**src/assert_macros.svh**
```systemverilog
// Assertion helpers for the RTL
`ifndef ASSERT_MACROS_SVH
`define ASSERT_MACROS_SVH
// same-cycle implication
`define ASSERT_IMPL(lbl, clk, rst_n, a, c) \
    lbl: assert property (@(posedge clk) disable iff (!rst_n) (a) |-> (c)) \
        else $error("implication check failed");
// next-cycle implication
`define ASSERT_NEXT(lbl, clk, rst_n, a, c) \
    lbl: assert property (@(posedge clk) disable iff (!rst_n) (a) |=> (c)) \
        else $error("next-cycle check failed");
`endif

```
**src/scc_pkg.sv**
```systemverilog
// ----------------------------------------------------------------------------
// scc_pkg
// Types and constants of the strip cluster centroid finder.
// ----------------------------------------------------------------------------
`default_nettype none

package scc_pkg;

    localparam logic [18:0] TOTAL_MAX = 19'h7FFFF;
    localparam logic [18:0] THR_RST   = 19'd50;
    localparam logic [7:0]  MW_RST    = 8'd90;

    localparam logic CFG_THR = 1'b0;
    localparam logic CFG_MW  = 1'b1;

    typedef enum logic [4:0] {
        S_IDLE, S_SPLIT, S_ADDPREV, S_RST, S_PEAK, S_CUT, S_ADDCUR, S_CUTADD,
        S_FIN, S_LASTRST, S_END, S_EMIT, S_CLOSE, S_FLUSH, S_SQRT, S_DIVC,
        S_DIVEI, S_DIVE, S_RES
    } t_state;

    typedef struct packed {
        logic accept;
        logic clear_cl;
        logic restart;
        logic add_prev;
        logic add_cur;
        logic upd_peak;
        logic set_prev;
        logic clr_prev;
        logic close;
        logic load_out;
        logic out_last;
        logic sqrt_step;
        logic div_init_c;
        logic div_step;
        logic div_init_e;
        logic res_write;
    } t_cmd;

    typedef struct packed {
        logic prev_valid;
        logic adjacent;
        logic split;
        logic cut;
        logic last;
        logic qualify;
        logic pending;
        logic cnt_zero;
        logic out_free;
    } t_status;

endpackage

`default_nettype wire

```
**src/scc_strip_if.sv**
```systemverilog
// ----------------------------------------------------------------------------
// scc_strip_if
// Fired-strip channel: valid/ready plus strip payload.
// ----------------------------------------------------------------------------
`default_nettype none

interface scc_strip_if #(
    parameter int CHANNEL_BITS = 10,
    parameter int CHARGE_BITS  = 12
);
    logic                    valid;
    logic                    ready;
    logic [CHANNEL_BITS-1:0] strip_channel;
    logic [CHARGE_BITS-1:0]  strip_charge;
    logic                    side_last;

    modport source (output valid, strip_channel, strip_charge, side_last, input ready);
    modport sink   (input valid, strip_channel, strip_charge, side_last, output ready);
endinterface

`default_nettype wire

```
**src/scc_clus_if.sv**
```systemverilog
// ----------------------------------------------------------------------------
// scc_clus_if
// Cluster result channel: valid/ready plus cluster payload.
// ----------------------------------------------------------------------------
`default_nettype none

interface scc_clus_if #(
    parameter int CHANNEL_BITS = 10
);
    logic                    valid;
    logic                    ready;
    logic [CHANNEL_BITS+7:0] centroid;
    logic [16:0]             centroid_error;
    logic [18:0]             total_charge;
    logic [CHANNEL_BITS-1:0] first_channel;
    logic [8:0]              strip_count;
    logic                    run_last;

    modport source (output valid, centroid, centroid_error, total_charge,
                    first_channel, strip_count, run_last, input ready);
    modport sink   (input valid, centroid, centroid_error, total_charge,
                    first_channel, strip_count, run_last, output ready);
endinterface

`default_nettype wire

```
**src/scc_ctrl.sv**
```systemverilog
// ----------------------------------------------------------------------------
// scc_ctrl
// Sequencer: walks one strip through the cluster steps, runs close jobs.
// ----------------------------------------------------------------------------
`default_nettype none

module scc_ctrl (
    input  wire               i_clk,
    input  wire               i_rst_n,
    input  wire               i_in_valid,
    output logic              o_in_ready,
    input  scc_pkg::t_status  i_st,
    output scc_pkg::t_cmd     o_cmd
);
    import scc_pkg::*;

    t_state r_state, n_state;
    t_state r_ret,   n_ret;

    always_ff @(posedge i_clk) begin
        if (!i_rst_n) begin
            r_state <= S_IDLE;
            r_ret   <= S_IDLE;
        end else begin
            r_state <= n_state;
            r_ret   <= n_ret;
        end
    end

    always_comb begin
        n_state    = r_state;
        n_ret      = r_ret;
        o_cmd      = '0;
        o_in_ready = 1'b0;
        unique case (r_state)
            S_IDLE: begin
                o_in_ready = 1'b1;
                if (i_in_valid) begin
                    o_cmd.accept = 1'b1;
                    n_state      = S_SPLIT;
                end
            end
            S_SPLIT: begin
                if (!i_st.prev_valid) begin
                    o_cmd.clear_cl = 1'b1;
                    o_cmd.restart  = 1'b1;
                    n_state        = S_PEAK;
                end else if (i_st.adjacent && i_st.split) begin
                    n_ret   = S_ADDPREV;
                    n_state = S_CLOSE;
                end else if (i_st.adjacent) begin
                    n_state = S_PEAK;
                end else begin
                    n_ret   = S_RST;
                    n_state = S_CLOSE;
                end
            end
            S_ADDPREV: begin
                o_cmd.add_prev = 1'b1;
                o_cmd.restart  = 1'b1;
                n_state        = S_PEAK;
            end
            S_RST: begin
                o_cmd.restart = 1'b1;
                n_state       = S_PEAK;
            end
            S_PEAK: begin
                o_cmd.upd_peak = 1'b1;
                n_state        = S_CUT;
            end
            S_CUT: begin
                if (i_st.cut) begin
                    n_ret   = S_CUTADD;
                    n_state = S_CLOSE;
                end else begin
                    n_state = S_ADDCUR;
                end
            end
            S_ADDCUR: begin
                o_cmd.add_cur = 1'b1;
                n_state       = S_FIN;
            end
            S_CUTADD: begin
                o_cmd.add_cur = 1'b1;
                o_cmd.restart = 1'b1;
                n_state       = S_FIN;
            end
            S_FIN: begin
                o_cmd.set_prev = 1'b1;
                if (i_st.last) begin
                    n_ret   = S_LASTRST;
                    n_state = S_CLOSE;
                end else begin
                    n_state = S_END;
                end
            end
            S_LASTRST: begin
                o_cmd.clr_prev = 1'b1;
                n_state        = S_END;
            end
            S_END: begin
                n_state = i_st.pending ? S_EMIT : S_IDLE;
            end
            S_EMIT: begin
                if (i_st.out_free) begin
                    o_cmd.load_out = 1'b1;
                    o_cmd.out_last = 1'b1;
                    n_state        = S_IDLE;
                end
            end
            S_CLOSE: begin
                o_cmd.close = 1'b1;
                if (i_st.qualify) begin
                    n_state = i_st.pending ? S_FLUSH : S_SQRT;
                end else begin
                    n_state = r_ret;
                end
            end
            S_FLUSH: begin
                if (i_st.out_free) begin
                    o_cmd.load_out = 1'b1;
                    n_state        = S_SQRT;
                end
            end
            S_SQRT: begin
                o_cmd.sqrt_step = 1'b1;
                if (i_st.cnt_zero) begin
                    o_cmd.div_init_c = 1'b1;
                    n_state          = S_DIVC;
                end
            end
            S_DIVC: begin
                o_cmd.div_step = 1'b1;
                if (i_st.cnt_zero) n_state = S_DIVEI;
            end
            S_DIVEI: begin
                o_cmd.div_init_e = 1'b1;
                n_state          = S_DIVE;
            end
            S_DIVE: begin
                o_cmd.div_step = 1'b1;
                if (i_st.cnt_zero) n_state = S_RES;
            end
            S_RES: begin
                o_cmd.res_write = 1'b1;
                n_state         = r_ret;
            end
            default: n_state = S_IDLE;
        endcase
    end

endmodule

`default_nettype wire

```
**src/scc_dp.sv**
```systemverilog
// ----------------------------------------------------------------------------
// scc_dp
// Datapath: strip history, cluster sums, shared sqrt and divider, result regs.
// ----------------------------------------------------------------------------
`default_nettype none

module scc_dp #(
    parameter int CHANNEL_BITS = 10,
    parameter int CHARGE_BITS  = 12
) (
    input  wire                     i_clk,
    input  wire                     i_rst_n,
    input  wire                     i_cfg_we,
    input  wire                     i_cfg_idx,
    input  wire  [18:0]             i_cfg_data,
    input  wire  [CHANNEL_BITS-1:0] i_ch,
    input  wire  [CHARGE_BITS-1:0]  i_q,
    input  wire                     i_last,
    input  scc_pkg::t_cmd           i_cmd,
    output scc_pkg::t_status        o_st,
    input  wire                     i_out_ready,
    output logic                    o_out_valid,
    output logic [CHANNEL_BITS+7:0] o_centroid,
    output logic [16:0]             o_error,
    output logic [18:0]             o_total,
    output logic [CHANNEL_BITS-1:0] o_first,
    output logic [8:0]              o_count,
    output logic                    o_run_last
);
    import scc_pkg::*;

    localparam int CB   = CHANNEL_BITS;
    localparam int QB   = CHARGE_BITS;
    localparam int DSW  = QB + 9;            // charge sum
    localparam int WW   = CB + QB + 9;       // weighted sum
    localparam int SSW  = 2 * QB + 9;        // square sum
    localparam int SQW  = 2 * QB + 42;       // sqrt radicand, even
    localparam int R    = SQW / 2;           // root bits
    localparam int DVW  = WW + 8;            // dividend / quotient
    localparam int CNTW = $clog2(DVW);
    localparam int KW   = CB + 10;
    localparam int CMW  = (DSW > 19) ? DSW : 19;

    logic [18:0]   r_thr;
    logic [7:0]    r_mw;
    logic          r_prev_valid, r_pending, r_o_valid;
    logic [1:0]    r_n;

    logic [CB-1:0] r_ch, r_prev_ch, r_start, r_first, r_job_first;
    logic [QB-1:0] r_q, r_prevq;
    logic          r_last;
    logic [QB:0]   r_peak;
    logic [DSW-1:0] r_sum, r_job_sum;
    logic [WW-1:0]  r_w, r_job_w;
    logic [SSW-1:0] r_sq;
    logic [8:0]     r_cnt, r_job_cnt;

    logic [SQW-1:0] r_x;
    logic [R+1:0]   r_rem;
    logic [R-1:0]   r_root;
    logic [DVW-1:0] r_dq;
    logic [DSW-1:0] r_drem;
    logic [CNTW-1:0] r_it;

    logic [CB+7:0] r_res_cent;
    logic [16:0]   r_res_err;
    logic [18:0]   r_res_tot;
    logic [CB-1:0] r_res_first;
    logic [8:0]    r_res_cnt;

    // strip selected for accumulation
    logic [CB-1:0]    a_ch;
    logic [QB-1:0]    a_q;
    logic [CB+QB-1:0] prod_w;
    logic [2*QB-1:0]  prod_sq;
    assign a_ch    = i_cmd.add_prev ? r_prev_ch : r_ch;
    assign a_q     = i_cmd.add_prev ? r_prevq   : r_q;
    assign prod_w  = (CB+QB)'(a_ch) * (CB+QB)'(a_q);
    assign prod_sq = (2*QB)'(a_q) * (2*QB)'(a_q);

    logic [QB:0] q_inc, prevq_inc;
    assign q_inc     = (QB+1)'(r_q) + (QB+1)'(1);
    assign prevq_inc = (QB+1)'(r_prevq) + (QB+1)'(1);

    logic signed [KW-1:0] width_sofar, mw_eff;
    assign width_sofar = $signed(KW'(r_prev_ch)) - $signed(KW'(r_start)) + $signed(KW'(1));
    assign mw_eff      = $signed(KW'((r_mw == 8'd0) ? 8'd1 : r_mw));

    // sqrt digit step
    logic [R+3:0] s_rs, s_trial;
    logic         s_ge;
    assign s_rs    = {r_rem, r_x[SQW-1 -: 2]};
    assign s_trial = (R+4)'({r_root, 2'b01});
    assign s_ge    = s_rs >= s_trial;

    // restoring divide step
    logic [DSW:0] d_rs, d_sub;
    logic         d_ge;
    assign d_rs  = {r_drem, r_dq[DVW-1]};
    assign d_sub = d_rs - {1'b0, r_job_sum};
    assign d_ge  = d_rs >= {1'b0, r_job_sum};

    logic out_free;
    assign out_free = !r_o_valid || i_out_ready;

    always_comb begin
        o_st.prev_valid = r_prev_valid;
        o_st.adjacent   = (CB+1)'(r_ch) == ((CB+1)'(r_prev_ch) + (CB+1)'(1));
        o_st.split      = (r_q > r_prevq) && (prevq_inc < r_peak) && (q_inc != r_peak);
        o_st.cut        = r_prev_valid && (width_sofar >= mw_eff);
        o_st.last       = r_last;
        o_st.qualify    = (r_cnt != 9'd0) && (CMW'(r_sum) > CMW'(r_thr)) && (r_n < 2'd2);
        o_st.pending    = r_pending;
        o_st.cnt_zero   = r_it == '0;
        o_st.out_free   = out_free;
    end

    // control state
    always_ff @(posedge i_clk) begin
        if (!i_rst_n) begin
            r_thr        <= THR_RST;
            r_mw         <= MW_RST;
            r_prev_valid <= 1'b0;
            r_pending    <= 1'b0;
            r_n          <= 2'd0;
            r_o_valid    <= 1'b0;
        end else begin
            if (i_cfg_we) begin
                unique case (i_cfg_idx)
                    CFG_THR: r_thr <= i_cfg_data;
                    CFG_MW:  r_mw  <= i_cfg_data[7:0];
                endcase
            end
            if (i_cmd.accept)                     r_n <= 2'd0;
            else if (i_cmd.close && o_st.qualify) r_n <= r_n + 2'd1;
            if (i_cmd.set_prev)      r_prev_valid <= 1'b1;
            else if (i_cmd.clr_prev) r_prev_valid <= 1'b0;
            if (i_cmd.res_write)     r_pending <= 1'b1;
            else if (i_cmd.load_out) r_pending <= 1'b0;
            if (i_cmd.load_out)      r_o_valid <= 1'b1;
            else if (i_out_ready)    r_o_valid <= 1'b0;
        end
    end

    // payload
    always_ff @(posedge i_clk) begin
        if (i_cmd.accept) begin
            r_ch   <= i_ch;
            r_q    <= i_q;
            r_last <= i_last;
        end
        if (i_cmd.clear_cl || i_cmd.close) begin
            r_sum   <= '0;
            r_w     <= '0;
            r_sq    <= '0;
            r_cnt   <= '0;
            r_first <= '0;
        end
        if (i_cmd.add_prev || i_cmd.add_cur) begin
            if (r_cnt == 9'd0) r_first <= a_ch;
            r_cnt <= r_cnt + 9'd1;
            r_sum <= r_sum + DSW'(a_q);
            r_w   <= r_w + WW'(prod_w);
            r_sq  <= r_sq + SSW'(prod_sq);
        end
        if (i_cmd.restart) begin
            r_peak  <= '0;
            r_start <= r_ch;
        end
        if (i_cmd.upd_peak && (q_inc > r_peak)) r_peak <= q_inc;
        if (i_cmd.set_prev) begin
            r_prev_ch <= r_ch;
            r_prevq   <= r_q;
        end
        if (i_cmd.clr_prev) begin
            r_prev_ch <= '0;
            r_prevq   <= '0;
            r_start   <= '0;
            r_peak    <= '0;
        end
        if (i_cmd.close) begin
            r_job_sum   <= r_sum;
            r_job_w     <= r_w;
            r_job_first <= r_first;
            r_job_cnt   <= r_cnt;
            r_x         <= SQW'({r_sq, 32'd0});
            r_rem       <= '0;
            r_root      <= '0;
            r_it        <= CNTW'(R - 1);
        end
        // last sqrt digit also loads the centroid divide count
        if (i_cmd.sqrt_step) begin
            r_x    <= r_x << 2;
            r_rem  <= s_ge ? (R+2)'(s_rs - s_trial) : s_rs[R+1:0];
            r_root <= {r_root[R-2:0], s_ge};
            r_it   <= i_cmd.div_init_c ? CNTW'(DVW - 1) : r_it - CNTW'(1);
        end
        if (i_cmd.div_step) begin
            r_drem <= d_ge ? d_sub[DSW-1:0] : d_rs[DSW-1:0];
            r_dq   <= {r_dq[DVW-2:0], d_ge};
            r_it   <= r_it - CNTW'(1);
        end
        if (i_cmd.div_init_c) begin
            r_dq   <= {r_job_w, 8'd0};
            r_drem <= '0;
        end
        if (i_cmd.div_init_e) begin
            r_res_cent <= r_dq[CB+7:0];
            r_dq       <= DVW'(r_root);
            r_drem     <= '0;
            r_it       <= CNTW'(DVW - 1);
        end
        if (i_cmd.res_write) begin
            r_res_err   <= r_dq[16:0];
            r_res_tot   <= (CMW'(r_job_sum) > CMW'(TOTAL_MAX)) ? TOTAL_MAX : 19'(r_job_sum);
            r_res_first <= r_job_first;
            r_res_cnt   <= r_job_cnt;
        end
        if (i_cmd.load_out) begin
            o_centroid <= r_res_cent;
            o_error    <= r_res_err;
            o_total    <= r_res_tot;
            o_first    <= r_res_first;
            o_count    <= r_res_cnt;
            o_run_last <= i_cmd.out_last;
        end
    end

    assign o_out_valid = r_o_valid;

endmodule

`default_nettype wire

```
**src/strip_cluster_centroid_finder_unit.sv**
```systemverilog
// ----------------------------------------------------------------------------
// strip_cluster_centroid_finder_unit
// Groups fired strips of one sensor side into clusters and reports the charge-weighted centroid,
// its error and cluster summary per cluster above the charge threshold, at most two per strip.
// ----------------------------------------------------------------------------
//  channel   dir  transfer carries
//  i_strip   in   strip_channel, strip_charge, side_last
//  o_clus    out  centroid, centroid_error, total_charge, first_channel,
//                 strip_count, run_last
//  i_cfg_*   in   register writes (0: charge_threshold, 1: max_width)
//
// Sequencing: a strip with no reported cluster passes only through the step
// sequencer. Each reported cluster also passes through the shared digit-serial
// sqrt (R = CHARGE_BITS+21 sqrt digits) and the single restoring divider
// (DVW = CHANNEL_BITS+CHARGE_BITS+17 divide steps).
// Reset: synchronous, active low; no memory, so no clearing pass.
// Stalls: the result register frees the back end once loaded; a second
// result or the final one waits only while the previous one is untaken.
// ----------------------------------------------------------------------------
`default_nettype none
`include "assert_macros.svh"

module strip_cluster_centroid_finder_unit #(
    parameter int CHANNEL_BITS = 10,
    parameter int CHARGE_BITS  = 12
) (
    input  wire          i_clk,
    input  wire          i_rst_n,
    input  wire          i_cfg_we,
    input  wire          i_cfg_idx,
    input  wire  [18:0]  i_cfg_data,
    scc_strip_if.sink    i_strip,
    scc_clus_if.source   o_clus
);
    import scc_pkg::*;

    t_cmd    cmd;
    t_status st;
    logic    in_ready;

    scc_ctrl u_ctrl (
        .i_clk      (i_clk),
        .i_rst_n    (i_rst_n),
        .i_in_valid (i_strip.valid),
        .o_in_ready (in_ready),
        .i_st       (st),
        .o_cmd      (cmd)
    );

    scc_dp #(
        .CHANNEL_BITS (CHANNEL_BITS),
        .CHARGE_BITS  (CHARGE_BITS)
    ) u_dp (
        .i_clk       (i_clk),
        .i_rst_n     (i_rst_n),
        .i_cfg_we    (i_cfg_we),
        .i_cfg_idx   (i_cfg_idx),
        .i_cfg_data  (i_cfg_data),
        .i_ch        (i_strip.strip_channel),
        .i_q         (i_strip.strip_charge),
        .i_last      (i_strip.side_last),
        .i_cmd       (cmd),
        .o_st        (st),
        .i_out_ready (o_clus.ready),
        .o_out_valid (o_clus.valid),
        .o_centroid  (o_clus.centroid),
        .o_error     (o_clus.centroid_error),
        .o_total     (o_clus.total_charge),
        .o_first     (o_clus.first_channel),
        .o_count     (o_clus.strip_count),
        .o_run_last  (o_clus.run_last)
    );

    assign i_strip.ready = in_ready;

    // one strip in flight: no second transfer straight after the first
    `ASSERT_NEXT(a_busy_after_accept, i_clk, i_rst_n, i_strip.valid && in_ready, !in_ready)
    // never overwrite a result still waiting on the output
    `ASSERT_IMPL(a_no_overwrite, i_clk, i_rst_n, cmd.load_out, !o_clus.valid || o_clus.ready)
    // a finished result is held as pending until loaded out
    `ASSERT_NEXT(a_res_pending, i_clk, i_rst_n, cmd.res_write, st.pending)

endmodule

`default_nettype wire

```
**src/flat_wrapper.sv**
```systemverilog
// flat-port wrapper written by rule: the top's interface ports become plain ports
module strip_cluster_centroid_finder_unit_flat import scc_pkg::*;
#(
    parameter int CHANNEL_BITS = 10,
    parameter int CHARGE_BITS  = 12
)
  (i_clk, i_rst_n, i_cfg_we, i_cfg_idx, i_cfg_data, i_strip_valid, i_strip_strip_channel, i_strip_strip_charge, i_strip_side_last, i_strip_ready, o_clus_valid, o_clus_centroid, o_clus_centroid_error, o_clus_total_charge, o_clus_first_channel, o_clus_strip_count, o_clus_run_last, o_clus_ready);
  scc_strip_if #(.CHANNEL_BITS(CHANNEL_BITS), .CHARGE_BITS(CHARGE_BITS)) i_strip_i ();
  scc_clus_if #(.CHANNEL_BITS(CHANNEL_BITS)) o_clus_i ();
  input  wire i_clk;
  input  wire i_rst_n;
  input  wire i_cfg_we;
  input  wire i_cfg_idx;
  input  wire  [18:0] i_cfg_data;
  input wire logic [$bits(i_strip_i.valid)-1:0] i_strip_valid;
  input wire logic [$bits(i_strip_i.strip_channel)-1:0] i_strip_strip_channel;
  input wire logic [$bits(i_strip_i.strip_charge)-1:0] i_strip_strip_charge;
  input wire logic [$bits(i_strip_i.side_last)-1:0] i_strip_side_last;
  output wire logic [$bits(i_strip_i.ready)-1:0] i_strip_ready;
  output wire logic [$bits(o_clus_i.valid)-1:0] o_clus_valid;
  output wire logic [$bits(o_clus_i.centroid)-1:0] o_clus_centroid;
  output wire logic [$bits(o_clus_i.centroid_error)-1:0] o_clus_centroid_error;
  output wire logic [$bits(o_clus_i.total_charge)-1:0] o_clus_total_charge;
  output wire logic [$bits(o_clus_i.first_channel)-1:0] o_clus_first_channel;
  output wire logic [$bits(o_clus_i.strip_count)-1:0] o_clus_strip_count;
  output wire logic [$bits(o_clus_i.run_last)-1:0] o_clus_run_last;
  input wire logic [$bits(o_clus_i.ready)-1:0] o_clus_ready;
  assign i_strip_i.valid = i_strip_valid;
  assign i_strip_i.strip_channel = i_strip_strip_channel;
  assign i_strip_i.strip_charge = i_strip_strip_charge;
  assign i_strip_i.side_last = i_strip_side_last;
  assign i_strip_ready = i_strip_i.ready;
  assign o_clus_valid = o_clus_i.valid;
  assign o_clus_centroid = o_clus_i.centroid;
  assign o_clus_centroid_error = o_clus_i.centroid_error;
  assign o_clus_total_charge = o_clus_i.total_charge;
  assign o_clus_first_channel = o_clus_i.first_channel;
  assign o_clus_strip_count = o_clus_i.strip_count;
  assign o_clus_run_last = o_clus_i.run_last;
  assign o_clus_i.ready = o_clus_ready;
  strip_cluster_centroid_finder_unit #(.CHANNEL_BITS(CHANNEL_BITS), .CHARGE_BITS(CHARGE_BITS)) u_core (.i_clk(i_clk), .i_rst_n(i_rst_n), .i_cfg_we(i_cfg_we), .i_cfg_idx(i_cfg_idx), .i_cfg_data(i_cfg_data), .i_strip(i_strip_i), .o_clus(o_clus_i));
endmodule
```
**config.mk**
```make
export PLATFORM = sky130hd
export DESIGN_NAME = strip_cluster_centroid_finder_unit_flat
export DESIGN_NICKNAME = d
export VERILOG_FILES = /design/src/scc_pkg.sv /design/src/scc_strip_if.sv /design/src/scc_clus_if.sv /design/src/scc_ctrl.sv /design/src/scc_dp.sv /design/src/strip_cluster_centroid_finder_unit.sv /design/src/flat_wrapper.sv
export VERILOG_INCLUDE_DIRS = /design/src /design/src/src
export SDC_FILE = /design/constraint.sdc
export NUM_CORES = 2
export LEC_CHECK = 0
export BUFFER_PORTS_ARGS = -buffer_cell sky130_fd_sc_hd__buf_2
export CAP_MARGIN = 10
export CORE_AREA = 5 5 406 328
export DETAILED_ROUTE_END_ITERATION = 10
export DIE_AREA = 0 0 411 333
export GPL_TIMING_DRIVEN = 0
export SKIP_LAST_GASP = 1
export SYNTH_ARGS = -nofsm -noshare
export SYNTH_HDL_FRONTEND = slang
export SYNTH_HIERARCHICAL = 1
export SYNTH_SLANG_ARGS = --single-unit
```
**constraint.sdc**
```tcl
create_clock -name i_clk -period 12.48 [get_ports i_clk]
set_input_delay 1.248 -clock i_clk [delete_from_list [all_inputs] [get_ports i_clk]]
set_output_delay 1.248 -clock i_clk [all_outputs]
set_load 0.05 [all_outputs]
```
==> results.toml <==
[synth]
netlist_area_um2 = 38300
synth_nets = 4169
ys_seq_area_share_pct = 43.6
ys_ff_latch = 599
avgSynthCellArea_um2 = 10.5
synthArstFlopShare_pct = 0
synth_edf_count = 470
synth_cells = 3642
synthTopCellsByArea = "edfxtp_1 (37%), fa_1 (11%), ha_1 (9.0%), dfxtp_1 (6.7%), inv_1 (5.0%)"
yosysUniqueCellTypes = 91
synth_top_area_share_pct = 36.9
synth_top_area_cell = "edfxtp_1"
synth_warnings = 6
synth_flop_cell = "edfxtp_1"

[clocking]
ctsRootBufferMaster = "clkbuf_16"
cts_buffer_depth = 3
clkSinkCount = 599
holdBufCountCts = 0
postCtsSetupBuffers = 0
cts_resized = 0
clk_latency_ns = 0.66
clk_pin_slew_ns = 0.06
cts_tree = "built"
htree_levels = 3
numCtsBuffers = 68

[detailed_routing]
drtAntennaViolNets = 0
vias = 26800
wl_per_cell_um = 17.4
firstDrtPassIters = 5
drt_iter0_drc = 2283
drc = 0
vias_per_cell = 4.74
totalWireLength_um = 98400

[sta]
finalHoldWorstSlack_ns = 0.403
drv_slew = 0
finalCritPeriodShare_pct = 74.0
worst_pin_slew_ns = 1.36
hold_viol_final = 0
setup_slack_ns = 3.24
finalSetupViolCount = 0
max_freq_mhz = 108
relSlewSlack_pct = 8.72
min_period_ns = 9.24
rsz0062_at_grt = "false"
fin_worst_skew_ns = 0.0413

[min_path]
hold_path_class = "flop to flop"

[placement]
place_congestion = 0.872
dp.final_hpwl_um = 76100
place_ws_ns = 3.21
portBuffers = 123
dp.cells = 5526

[die]
die_area_um2 = 137000
io_pins = 124
core-area_um2 = 129000
dieHeight_um = 333
start_util_pct = 29.8
rows = 118
chipWidth_um = 411

[critical_path]
crit_start = "u_core/u_ctrl/r_state[2]"
r2r-end = "u_core/u_dp/r_sq[32]"
rr_startpoint = "u_core/u_ctrl/r_state[2]"
arrival_ns = 9.60
cp.required_ns = 12.83
cp_max_fo = 10
rr_worst_depth = 27
end_kind = "flop"
worst-setup-path-type = "flop to flop"
crit_path_start_kind = "flop"
crit_end = "u_core/u_dp/r_sq[32]"
r2r_slack_ns = 3.24

[global_routing]
grt_max_degree = 72
antenna_found_initial = 5
grt_pass1_wl_um = 152000
grt_pass1_vias = 26100
grtUsageTotal_pct = 14.2
gr-total-overflow = 0

[layout]
ff_latch_area_um2 = 16700
instances_no_fill = 5653
multi_input_area_um2 = 19100
finalNetCount = 4384
diodes = 0
drive_gt1_share_pct = 9.05
nFillCells = 12900
final_util_pct = 34.1
areaGrowthSynthToFinish_pct = 14.5

[run_status]
status = "finished, final reports clean"

[run]
drv_cap = 0
-- layer usage --
metal	vias to the layer above	track usage (%)	wire length (um)
met5	-	0	0
met4	0	3.36	2070
met3	112	4.08	8740
met2	781	20.8	41000
met1	13000	20.8	46600
li1	12900	-	-
-- cells in the final DEF (no fill, tap or decap), types with 28 or more instances in the layout --
master,Yosys,final
a21boi_0,28,28
a21o_1,50,50
a21oi_1,125,125
and3_1,39,37
buf_2,10,133
clkbuf_1,83,93
clkbuf_16,0,71
dfxtp_1,129,129
edfxtp_1,470,470
fa_1,203,203
ha_1,276,276
inv_1,513,512
mux2_2,29,29
mux2i_1,141,138
nand2_1,286,285
nand2b_1,29,29
nand3_1,89,89
nor2_1,376,374
nor2b_1,33,33
nor3_1,46,46
o211ai_1,28,28
o21ai_0,106,106
o21ai_1,40,40
xnor2_1,84,84
xor2_1,77,77
-- worst max-delay path, stage by stage (launching register included) --
cell      delay (ns)
dfxtp_1         0.39
or3_1           0.46
nor2_1          0.12
buf_2           0.27
buf_1           0.62
buf_1           0.59
o21a_1          0.55
clkbuf_1        0.52
nor2_1          0.19
fa_1            0.56
inv_1           0.05
fa_1            0.49
inv_1           0.06
fa_1            0.52
inv_1           0.05
fa_1            0.46
fa_1            0.54
inv_1           0.04
ha_1            0.24
or3_4           0.35
o221ai_2        0.33
o211ai_2        0.19
a221oi_4        0.34
a21oi_2         0.09
a211o_1         0.37
a21boi_4        0.31
or3_1           0.17
a21oi_2         0.05
-- metrics by stage --
stage | TNS (ns) | area, um2
2_1_floorplan | 0 | 38300
3_3_place_gp | -284.42 | 41100
3_5_place_dp | 0 | 41400
4_1_cts | 0 | 43800
5_1_grt | 0 | 43800
6_report | 0 | 43800
-- synth_stat cells (9+ instances only) --
cell      instances
buf_1            13
nand2b_1         29
and3_1           39
or3_1            18
a31oi_1          16
nor3_1           46
o21ai_1          40
a211oi_1         19
xor2_1           77
ha_1            276
mux2i_1         141
clkbuf_1         83
nor2b_1          33
nand3_1          89
a21o_1           50
inv_1           513
o211ai_1         28
and2_1           27
nand2_1         286
xnor2_1          84
a21oi_1         125
a22o_1           11
o21ai_0         106
nor2_1          376
o21bai_1         15
buf_4             9
fa_1            203
nand4_1          22
edfxtp_1        470
nor4_1           14
mux2_2           29
a21boi_0         28
buf_2            10
nor3b_1          11
o21a_1           27
or2_2             9
dfxtp_1         129
-- worst min path at each step --
stage                                     startpoint                        end  slack, ns  cells after the start
after CTS                 u_core/u_dp/r_res_first[6]     u_core/u_dp/o_first[6]       0.40                      0
final                     u_core/u_dp/r_res_first[6]     u_core/u_dp/o_first[6]       0.40                      0
after global routing      u_core/u_dp/r_res_first[6]     u_core/u_dp/o_first[6]       0.42                      0
after global placement      u_core/u_dp/r_job_cnt[6]   u_core/u_dp/r_res_cnt[6]       0.40                      0
after detailed placement    u_core/u_dp/r_res_cnt[1]     u_core/u_dp/o_count[1]       0.40                      0
after floorplan            u_core/u_dp/r_res_cent[0]  u_core/u_dp/o_centroid[0]       0.40                      0
-- flip-flops by register name, summed over array words and instances (netlist names), 13 cells and up --
| name | cells |
|---|---|
| u_core/u_dp/r_res_err | 17 |
| u_core/u_dp/r_res_cent | 18 |
| u_core/u_dp/o_total | 19 |
| u_core/u_dp/r_sum | 21 |
| u_core/u_dp/r_sq | 33 |
| u_core/u_dp/r_w | 31 |
| u_core/u_dp/r_dq | 39 |
| u_core/u_dp/r_peak | 13 |
| u_core/u_dp/r_x | 34 |
| u_core/u_dp/r_rem | 35 |
| u_core/u_dp/r_drem | 21 |
| u_core/u_dp/o_centroid | 18 |
| u_core/u_dp/r_job_sum | 21 |
| u_core/u_dp/r_job_w | 31 |
| u_core/u_dp/o_error | 17 |
| u_core/u_dp/r_res_tot | 19 |
| u_core/u_dp/r_root | 33 |
| u_core/u_dp/r_thr | 19 |
-- kinds of logic after synthesis --
kind of cell    synth area share (%)
xor+xnor                        3.68
simple gates                    12.4
compound gates                  9.59
buf+inv                         6.49
mux                             4.54
fa+ha+maj                       19.6
flops                           43.6
-- final cells by class --
cell class | instances | area share (%)
plain buffers | 120 | 1.22
clock buffers | 91 | 4.45
clock inverters | 35 | 1.05
inverters | 519 | 4.45
multi-input cells | 2404 | 43.7
flip-flops and latches | 599 | 38.1
well taps | 1740 | 4.97
repair buffers | 145 | 2.08
Power is not shown: default switching activity piles up to over one toggle a cycle in this logic, so the estimate is an artifact.
